## src/sfla_pkg.sv

```systemverilog
package sfla_pkg;

  localparam logic CMD_ALLOC = 1'b0;
  localparam logic CMD_FREE  = 1'b1;

  localparam logic [1:0] ST_OK         = 2'd0;
  localparam logic [1:0] ST_EMPTY      = 2'd1;
  localparam logic [1:0] ST_RANGE      = 2'd2;
  localparam logic [1:0] ST_DOUBLE     = 2'd3;

  localparam int unsigned CAP_W     = 11;
  localparam int unsigned SLOT_W    = 10;
  localparam int unsigned CAP_RESET = 1024;
  localparam logic [CAP_W-1:0] COUNT_MAX = 11'h7FF;

  typedef struct packed {
    logic              cmd;
    logic [SLOT_W-1:0] slot_index;
  } sfla_in_t;

  typedef struct packed {
    logic [SLOT_W-1:0] granted_slot;
    logic [1:0]        status;
    logic [CAP_W-1:0]  used_count;
  } sfla_out_t;

  // Commands from the controller to the datapath.
  typedef struct packed {
    logic init_we;
    logic accept;
    logic exec;
  } sfla_ctrl_t;

  // Status from the datapath to the controller.
  typedef struct packed {
    logic sweep_last;
  } sfla_stat_t;

endpackage

```

## src/sfla_ctrl.sv

```systemverilog
module sfla_ctrl import sfla_pkg::*; (
  input  logic       clk_i,
  input  logic       rst_ni,
  input  logic       start,
  input  logic       cfg_we_i,
  input  sfla_stat_t stat_i,
  output sfla_ctrl_t ctrl_o,
  output logic       busy
);

  localparam logic [1:0] S_INIT = 2'd0;
  localparam logic [1:0] S_IDLE = 2'd1;
  localparam logic [1:0] S_EXEC = 2'd2;

  logic [1:0] state_q, state_d;

  always_comb begin
    state_d = state_q;
    unique case (state_q)
      S_INIT: begin
        if (stat_i.sweep_last) state_d = S_IDLE;
      end
      S_IDLE: begin
        if (start) state_d = S_EXEC;
      end
      S_EXEC: begin
        state_d = S_IDLE;
      end
      default: begin
        state_d = S_INIT;
      end
    endcase
    // A capacity write always restarts the link rebuild.
    if (cfg_we_i) state_d = S_INIT;
  end

  always_ff @(posedge clk_i or negedge rst_ni) begin
    if (!rst_ni) begin
      state_q <= S_INIT;
    end else begin
      state_q <= state_d;
    end
  end

  assign ctrl_o.init_we = (state_q == S_INIT);
  assign ctrl_o.accept  = (state_q == S_IDLE) && start;
  assign ctrl_o.exec    = (state_q == S_EXEC);
  assign busy           = (state_q != S_IDLE);

endmodule

```

## config.mk

```make
export PLATFORM = sky130hd
export DESIGN_NAME = sfla_ctrl
export DESIGN_NICKNAME = d
export VERILOG_FILES = /design/src/sfla_pkg.sv /design/src/sfla_ctrl.sv
export SDC_FILE = /design/constraint.sdc
export NUM_CORES = 1
export LEC_CHECK = 0
export ABC_AREA = 1
export BUFFER_PORTS_ARGS = -buffer_cell sky130_fd_sc_hd__buf_2
export CORE_AREA = 5 5 42 44
export CTS_CLUSTER_DIAMETER = 60
export DETAILED_ROUTE_END_ITERATION = 12
export DIE_AREA = 0 0 47 49
export PLACE_DENSITY_LB_ADDON = 0.3
export SETUP_SLACK_MARGIN = 0.3
export SLEW_MARGIN = 20
export SYNTH_ARGS = -nofsm -noshare
export SYNTH_HDL_FRONTEND = slang
export SYNTH_SLANG_ARGS = --single-unit
```

## constraint.sdc

```tcl
create_clock -name clk_i -period 0.95 [get_ports clk_i]
set_clock_uncertainty 0.2 [all_clocks]
set_input_delay 0.1425 -clock clk_i [delete_from_list [all_inputs] [get_ports clk_i]]
set_output_delay 0.1425 -clock clk_i [all_outputs]
set_load 0.02 [all_outputs]
```

==> results of run 1 <==
==> worst min path at each step <==
stage               startpoint         end  slack (ns)  depth (start not counted)
floorplan               rst_ni  state_q[0]       -0.35                          0
global placement        rst_ni  state_q[0]       -0.27                          1
detailed placement      rst_ni  state_q[0]       -0.27                          1
CTS                      start  state_q[1]       -0.02                          3
global route             start  state_q[1]       0.008                          3
finish                   start  state_q[1]       -0.01                          3
==> layout by cell type, fill, tap and decap left out, drive strengths merged <==
cell / netlist / layout
a21oi: 1 / 1
buf: 0 / 13
clkbuf: 0 / 3
dfrtp: 2 / 2
dlygate4sd3: 0 / 1
inv: 7 / 7
nand2: 3 / 3
nand4: 1 / 1
nor2: 6 / 6
==> repair_timing <==
action	in CTS	in global routing
buffers inserted	1	2
setup endpoints to repair	6	6
hold buffers	1	0
endpoints found under the hold margin	4	0
gates resized for setup	8	8
pin swaps	2	0
==> power by group through the flow <==
stage | combinational [mW] | clock (mW) | sequential [mW]
floorplan | 0.0652 | 0 | 0.102
global placement | 0.118 | 0 | 0.100
detailed placement | 0.117 | 0 | 0.100
CTS | 0.151 | 0.202 | 0.100
global route | 0.211 | 0.204 | 0.101
finish | 0.195 | 0.188 | 0.100
==> critical path: stages (launching register included) <==
cell,delay [ns]
dfrtp_1,0.35
inv_2,0.06
nor2_4,0.11
inv_2,0.06
nor2_4,0.07
buf_6,0.11
==> kinds of logic (layout without fill, tap and decap cells) <==
group | count (synthesis) | after routing | share of synthesized area [%]
buffers and inverters | 7 | 24 | 21.21
AOI/OAI and AO/OA | 1 | 1 | 4.037
DFF | 2 | 2 | 40.41
and+or+nand+nor | 10 | 10 | 34.35
==> metrics by stage <==
| step | std cells | cell area [sq um] |
|---|---|---|
| after floorplan | 20 | 131.4 |
| after global placement | 46 | 206.4 |
| after detailed placement | 46 | 206.4 |
| after CTS | 51 | 270.3 |
| after global routing | 53 | 316.6 |
| final | 53 | 316.6 |
==> final cells by class <==
cell class	count	share of cell area (%)
well taps	16	6.324
repair buffers	14	37.94
clock buffers	3	7.115
multi-input cells	11	24.51
flip-flops and latches	2	15.81
inverters	7	8.300
==> metal layers <==
layer / vias to the layer above / global-route usage (%) / part of all wire [%]
met4: 0 / 8.295 / 0
met2: 3 / 6.561 / 64
li1: 92 / - / -
met5: - / 0 / 0
met1: 82 / 2.418 / 27
met3: 0 / 0.7380 / 7.6
==> out/qor.txt, run 1 <==
Sw Ratio: 30.02%
End of the critical path: ctrl_o[1]
Total grt overflow: 0
Max Clock Freq: 751.8 MHz
Comb pwr share: 40.4%
Total power: 0.4828 mW
Number of CTS-inserted buffers: 3
Crit Path Max Fanout: 2
# IOs: 9
Die area: 2303 sq um
Avg Cell Area, Syn: 6.193 sq um
Slew margin rel.: 89.73%
Critical Path AT: 0.99 ns
Depth of the worst register-to-register path: 7
Crit path required time: 0.61 ns
IO buf count: 8
DIE WIDTH: 47 microns
Crit share post-route: 140.0%
Final Worst Setup Slack: -0.3802 ns
Reg2reg start: state_q[0]
Max FFs per register: 2
CTS Root Cell: clkbuf_4
Row cnt: 14
VDD IR max: 0.2327 mV
Post-Synthesis Cells: 20
Status: finished with violations
First-pass GRT wire length: 621 microns
Worst-path clk slew: 0.03 ns
Clock share of power: 38.8%
Slack of the worst reg-to-reg path: -0.24 ns
Drt wl/cell: 6.962 microns
Antenna-violating nets left: 0
Synth-to-layout area growth: 155.6%
Max cap viols: 0
FF+latch area: 50.05 sq um
DRT iter0 DRCs: 0
Top_reg_cell synth: dfrtp_1
Most numerous cell in the Yosys netlist: inv_1
Fin. Hold Viols: 2
CP startpoint: state_q[0]
H-tree depth: 1
Critical Path Start Type: flop
Power Density: 1525 nW/um^2
Critical path class: reg -> out
Setup TNS Final: -1.676 ns
First-pass iteration count of the detailed router: 1
Top cell type by total area after synthesis: dfrtp_1
Async SR Flop Fraction: 100.0%
Leak Pwr: 0.1705 nW
Multi-input logic area: 77.57 sq um
Sequential share of the synthesized area: 40.40%
Via/cell ratio: 3.340
Yosys top cell area share: 40.40%
DR vias: 177
Routability cong.: 0.6705
Fin nets: 44
Most flop-heavy register: state_q
Fill count: 164
Syn Nets: 25
Vias in the first global route: 192
# clock sinks: 2
Mapped Area: 123.9 sq um
Failing checks: hold timing, setup timing
Top Registers: state_q (2)
RSZ-0062 raised after global routing: yes
Slew Viols, Final: 0
Layout cells sized above 1: 62.16%
DIE HEIGHT: 49 microns
Post-synth EDFFs: 0
Initial Util: 8.839%
Synth cell types: 8
Synth area leaders: dfrtp_1 40%, inv_1 18%, nor2_1 15%, nand2_1 9.1%, nand4_1 5.1%
Core area: 1401 sq um
Fin Hold WS: -0.01022 ns
Net Sw Power: 0.1449 mW
Commonest cells in the synthesized netlist: 6 x inv_1, 5 x nor2_1, 3 x nand2_1
Int Pwr: 0.3379 mW
Hold Path Class: in -> reg
Longest Clk Path Bufs: 2
Initial antenna violation count: 0
Worst setup EP type: primary output
Clk_lat worst skew: 0.22 ns
Worst slew pin tran: 0.1540 ns
Ant. Diodes: 0
#FFs+latches synth: 2
HPWL after detailed placement: 276 microns
Largest net degree at the start of global routing: 4
Final setup violation count: 6
Synth warn: 0
Fin crit period: 1.330 ns
Final Util: 22.59%
Pre-CTS WS: -0.2230 ns
Total GRT Usage: 4.225%
DRC: 0
CTS tree: done
Final WL: 369 microns
Seq pwr share: 20.7%
Worst reg2reg path endpoint: state_q[0]
Power figures use the tool's default switching activity.
==> inputs of run 2 (changes only) <==
Clock period 0.95 ns to 1.16 ns, I/O delays scaled along.
==> run 2 against run 1 <==
  * The flow finishes with violations (setup timing)
  * Setup slack better by 0.17 ns
  * First-iteration DRC count grew 3
  * Final cell count decreased by 3.8%
  * Clock power shrank 16%
  * Core utilization down 3.7 points
  * Routed wire length grew 0.27%
==> out/qor.txt, run 2 (same netlist as run 1, synthesis figures left out) <==
Clk_lat worst skew: 0.22 ns (about the same)
Setup TNS Final: -0.7661 ns (was -1.676 ns)
Depth of the worst register-to-register path: 6 (was 7)
Leak Pwr: 0.1485 nW (was 0.1705 nW)
Max cap viols: 0 (unchanged)
Top sig layer: met3 (unchanged)
Fin nets: 42 (was 44)
Synth-to-layout area growth: 114.1% (was 155.6%)
H-tree depth: 1 (unchanged)
Reg2reg start: state_q[0] (unchanged)
Fin Hold WS: 0.02460 ns (was -0.01022 ns)
VDD IR max: 0.1483 mV (was 0.2327 mV)
Power Density: 1347 nW/um^2 (was 1525 nW/um^2)
Most flop-heavy register: state_q (unchanged)
Via/cell ratio: 3.020 (was 3.340)
DR vias: 154 (was 177)
Detail Route met3 WL: 28 microns (unchanged)
End of the critical path: ctrl_o[1] (unchanged)
Worst slew pin tran: 0.1403 ns (was 0.1540 ns)
HPWL after detailed placement: 277.9 microns (was 276 microns)
RSZ-0062 raised after global routing: yes (unchanged)
Final Util: 18.93% (was 22.59%)
Total grt overflow: 0 (unchanged)
Crit path required time: 0.79 ns (was 0.61 ns)
Hold Path Class: in -> reg (unchanged)
Drt wl/cell: 7.255 microns (was 6.962 microns)
Post-Place Cells: 46 (unchanged)
DRT met1 WL: 110 microns (was 101 microns)
Worst reg2reg path endpoint: state_q[0] (unchanged)
Crit share post-route: 117.9%
Max FFs per register: 2 (unchanged)
Total GRT Usage: 4.437% (was 4.225%)
Row cnt: 14 (unchanged)
CTS Root Cell: clkbuf_4 (unchanged)
CTS tree: done (unchanged)
Final setup violation count: 4 (was 6)
Ant. Diodes: 0 (unchanged)
# clock sinks: 2 (unchanged)
Top Registers: state_q (2) (unchanged)
Fin crit period: 1.368 ns
DIE HEIGHT: 49 microns (unchanged)
Initial antenna violation count: 0 (unchanged)
DRT iter0 DRCs: 3 (was 0)
Status: finished with violations (unchanged)
Critical Path Start Type: flop (unchanged)
First-pass iteration count of the detailed router: 4 (was 1)
Crit Path Max Fanout: 2 (unchanged)
Fin. Hold Viols: 0 (was 2)
Slew margin rel.: 90.65% (was 89.73%)
Largest net degree at the start of global routing: 4 (unchanged)
Critical Path AT: 0.99 ns (about the same)
Slack of the worst reg-to-reg path: 0.02 ns (was -0.24 ns)
Slew Viols, Final: 0 (unchanged)
Antenna-violating nets left: 0 (unchanged)
Routability cong.: 0.6396 (was 0.6705)
CP startpoint: state_q[0] (unchanged)
Vias in the first global route: 187 (was 192)
Failing checks: setup timing (was hold timing, setup timing)
Worst-path clk slew: 0.03 ns (about the same)
Fill count: 170 (was 164)
DRC: 0 (unchanged)
IO buf count: 8 (unchanged)
Max Clock Freq: 731.2 MHz
Worst setup EP type: primary output (unchanged)
# IOs: 9 (unchanged)
Finished Layout Cells: 51 (was 53)
Number of CTS-inserted buffers: 3 (unchanged)
Final Worst Setup Slack: -0.2076 ns (was -0.3802 ns)
Final WL: 370 microns (was 369 microns)
DIE WIDTH: 47 microns (unchanged)
Critical path class: reg -> out (unchanged)
First-pass GRT wire length: 655 microns (was 621 microns)
Core area: 1401 sq um (unchanged)
Die area: 2303 sq um (unchanged)
Most frequent cells in the layout: 5 x inv_1, 5 x buf_2, 5 x buf_4 (was 6 x buf_6, 5 x inv_1, 4 x buf_2)
Longest Clk Path Bufs: 2 (unchanged)
Met2 wire length: 231 microns (was 238 microns)
Layout cells sized above 1: 54.29% (was 62.16%)
Initial Util: 8.839% (unchanged)
run 2: cell types whose count changed in the layout (fill, tap and decap cells not counted), sizes merged:
cell,change
buf,-2
run 2: cell type report:
class	count	area (sq um)	area share (%)
inverters	7	26.28	9.906
multi-input cells	11	62.56	23.58
well taps	16	20.02	7.547
flip-flops and latches	2	50.05	18.87
clock buffers	3	22.52	8.491
repair buffers	12	83.83	31.60
run 2: power breakdown:
group | switching [mW] | internal, mW | total, mW
Combinational | 0.0613 | 0.0573 | 0.119
Clock | 0.0423 | 0.114 | 0.157
Sequential | 0.00533 | 0.0767 | 0.0821
run 2: per-stage QoR:
stage | setup slack [ns] | power, mW | cell area, sq um
2_1_floorplan | 0.01609 | 0.1366 | 131.4
3_3_place_gp | -0.05483 | 0.1790 | 206.4
3_5_place_dp | -0.05558 | 0.1780 | 206.4
4_1_cts | -0.2226 | 0.3704 | 265.3
5_1_grt | -0.2719 | 0.3826 | 265.3
6_report | -0.2076 | 0.3574 | 265.3
run 2: how the worst min path moves through the flow:
stage,to,start,cells after the start,slack [ns]
floorplan,state_q[0],rst_ni,0,-0.32
global placement,state_q[0],rst_ni,1,-0.24
detailed placement,state_q[0],rst_ni,1,-0.24
CTS,state_q[1],start,3,0.01
global route,state_q[1],start,3,0.04
finish,state_q[1],start,3,0.02
run 2: critical path: stages (launching register included):
cell and delay, ns:
dfrtp_1 0.35, inv_2 0.06, nor2_4 0.11, inv_2 0.05, nor2_4 0.07, buf_6 0.12
run 2: layer usage:
layer | track usage [%] | up-vias
li1 | - | 86
met1 | 3.297 | 65
met2 | 6.335 | 3
met3 | 0.7380 | 0
met4 | 8.295 | 0
met5 | 0 | -
run 2: what timing repair did:
action / CTS / global route
hold buffers: 1 / 0
setup endpoints to repair: 6 / 6
resized for setup: 6 / 0
pin swaps: 4 / 0
setup buffers: 1 / 0
hold endpoints to repair: 2 / 0
==> inputs of run 3 (changes only) <==
Settings changed: REMOVE_ABC_BUFFERS set to 1.
==> run 3 against run 2 <==
  * The run still ends with setup timing left
  * Non-clock buffer count increased by 1
  * Fmax shrank 0.52%
  * Sequential share of layout area decreased by 1.3 points
  * Register-to-register slack lost 0.13 ns
  * Clock-buffer cell count did not move
  * Die area unchanged
  * First-iteration DRC count rose by 33%
  * Critical path depth fell by 1
  * Critical endpoint unchanged
==> out/qor.txt, run 3 (same netlist as run 1, synthesis figures left out) <==
Most frequent cells in the layout: 5 x buf_4, 4 x inv_1, 4 x buf_2 (was 5 x inv_1, 5 x buf_2, 5 x buf_4)
Drt wl/cell: 7.288 microns (was 7.255 microns)
Worst setup EP type: primary output (unchanged)
Critical Path Most Common Cell: nor2_4
Hold path cells: 3 (unchanged)
DRC: 0 (unchanged)
Sw Ratio: 30.53% (was 30.48%)
Critical path depth: 4 (was 5)
Hold Path Class: in -> reg (unchanged)
Fin nets: 43 (was 42)
Clk_lat worst skew: 0.23 ns (was 0.22 ns)
Depth of the worst register-to-register path: 7 (was 6)
Final setup violation count: 5 (was 4)
Ant. Diodes: 0 (unchanged)
Critical Path Start Type: flop (unchanged)
Critical path's top delay family: flip-flops (unchanged)
Net Sw Power: 0.1153 mW (was 0.1089 mW)
Worst-path clk slew: 0.03 ns (about the same)
Critical Path Slowest Stage Cell: dfrtp_2 (was dfrtp_1)
Detail Route met3 WL: 12 microns (was 28 microns)
Leak Pwr: 0.1586 nW (was 0.1485 nW)
Final Worst Setup Slack: -0.2148 ns (was -0.2076 ns)
DIE WIDTH: 47 microns (unchanged)
Initial Util: 8.839% (unchanged)
Finished Layout Cells: 52 (was 51)
Final WL: 379 microns (was 370 microns)
Fill count: 171 (was 170)
First-pass iteration count of the detailed router: 2 (was 4)
Commonest non-fill, non-tap cell in the layout: buf_4
CTS Root Cell: clkbuf_4 (unchanged)
Total GRT Usage: 5.144% (was 4.437%)
Top sig layer: met3 (unchanged)
Crit path cell chain: nor2_4 > inv_2 > nor2_4 > buf_6 (was inv_2 > nor2_4 > inv_2 > nor2_4 > buf_6)
# IOs: 9 (unchanged)
Clock share of power: 41.3% (was 43.9%)
DRT iter0 DRCs: 4 (was 3)
CTS tree: done (unchanged)
Number of CTS-inserted buffers: 3 (unchanged)
Fin. Hold Viols: 0 (unchanged)
Core area: 1401 sq um (unchanged)
VDD IR max: 0.2767 mV (was 0.1483 mV)
Slew Viols, Final: 0 (unchanged)
Final Util: 20.80% (was 18.93%)
Max Clock Freq: 727.4 MHz (was 731.2 MHz)
Critical path class: reg -> out (unchanged)
Worst slew pin tran: 0.1263 ns (was 0.1403 ns)
Top Registers: state_q (2) (unchanged)
Fin crit period: 1.375 ns (was 1.368 ns)
H-tree depth: 1 (unchanged)
Layout cells sized above 1: 63.89% (was 54.29%)
Row cnt: 14 (unchanged)
Post-Place Cells: 45 (was 46)
# clock sinks: 2 (unchanged)
Longest Clk Path Bufs: 2 (unchanged)
Seq pwr share: 22.1% (was 23.0%)
Failing checks: setup timing (unchanged)
Max FFs per register: 2 (unchanged)
DIE HEIGHT: 49 microns (unchanged)
RSZ-0062 raised after global routing: yes (unchanged)
Crit path required time: 0.79 ns (about the same)
Slack of the worst reg-to-reg path: -0.11 ns (was 0.02 ns)
DRT met1 WL: 125 microns (was 110 microns)
Initial antenna violation count: 0 (unchanged)
Power Density: 1295 nW/um^2 (was 1347 nW/um^2)
Synth-to-layout area growth: 135.4% (was 114.1%)
Slew margin rel.: 91.58% (was 90.65%)
Met2 wire length: 241 microns (was 231 microns)
Via/cell ratio: 3.250 (was 3.020)
Comb pwr share: 36.7% (was 33.2%)
Largest net degree at the start of global routing: 4 (unchanged)
Critical Path AT: 1.00 ns (was 0.99 ns)
Status: finished with violations (unchanged)
Total grt overflow: 0 (unchanged)
Crit share post-route: 118.5% (was 117.9%)
CP peak stage delay: 0.42 ns (was 0.35 ns)
Placed instance area: 191.4 sq um (was 206.4 sq um)
Crit Path Max Fanout: 3 (was 2)
Antenna-violating nets left: 0 (unchanged)
WP buf/inv: 2 (was 3)
IO buf count: 8 (unchanged)
Die area: 2303 sq um (unchanged)
Max cap viols: 0 (unchanged)
Most flop-heavy register: state_q (unchanged)
DR vias: 169 (was 154)
Routability cong.: 0.5967 (was 0.6396)
Design area: 291.5 sq um (was 265.3 sq um)
First-pass GRT wire length: 724 microns (was 655 microns)
Vias in the first global route: 181 (was 187)
Int Pwr: 0.2623 mW (was 0.2485 mW)
==> run 3: cell count changes in the layout (fill, tap and decap cells not counted), sizes merged <==
cell and change:
buf +1
==> run 3: worst paths after layout <==
kind | start | to
hold reg to reg | state_q[1] | state_q[1]
setup reg to reg | state_q[0] | state_q[0]
min in group asynchronous | rst_ni | state_q[1]
setup / recovery | state_q[1] | ctrl_o[1]
max in group asynchronous | rst_ni | state_q[1]
hold / removal | start | state_q[1]
==> run 3: final cells by class <==
class / count / area (sq um) / share of cell area [%]
Clock buffer: 3 / 22.52 / 7.725
Inverter: 7 / 26.28 / 9.013
Multi-Input combinational cell: 11 / 70.07 / 24.03
Sequential cell: 2 / 51.30 / 17.60
Tap cell: 16 / 20.02 / 6.867
Timing Repair Buffer: 13 / 101.3 / 34.76
==> run 3: per-layer routing <==
layer  GRT usage (%)  up-vias
li1                -       90
met1           3.744       76
met2           7.240        3
met3           3.321        0
met4           6.912        0
met5               0        -
==> run 3: power groups by stage <==
stage	clock [mW]	combinational [mW]	sequential, mW
2_1_floorplan	0	0.0465	0.0832
3_3_place_gp	0	0.0789	0.0850
3_5_place_dp	0	0.0792	0.0848
4_1_cts	0.162	0.119	0.0826
5_1_grt	0.183	0.153	0.0842
6_report	0.156	0.139	0.0833
==> run 3: metrics by stage <==
| step | setup WS [ns] | hold slack (ns) | setup TNS [ns] | power [mW] |
|---|---|---|---|---|
| 3_3_place_gp | -0.04318 | -0.2384 | -0.04318 | 0.1639 |
| 6_report | -0.2148 | 0.01202 | -0.8465 | 0.3776 |
| 2_1_floorplan | -0.1349 | -0.3216 | -0.1349 | 0.1297 |
| 3_5_place_dp | -0.04825 | -0.2368 | -0.04825 | 0.1640 |
| 4_1_cts | -0.2465 | 0.01567 | -0.7969 | 0.3640 |
| 5_1_grt | -0.2941 | 0.02338 | -1.174 | 0.4201 |
==> run 3: timing repair <==
| item | 4_1_cts | 5_1_grt |
|---|---|---|
| endpoints found under the hold margin | 2 | 0 |
| hold buffers | 1 | 0 |
| resized for setup | 8 | 8 |
| setup buffers | 2 | 1 |
| pin swaps | 3 | 0 |
| setup endpoints to repair | 6 | 6 |
==> run 3: tightest hold or removal path: stages <==
cell and delay, ns:
buf_2 0.11, nand4_1 0.08, inv_1 0.04
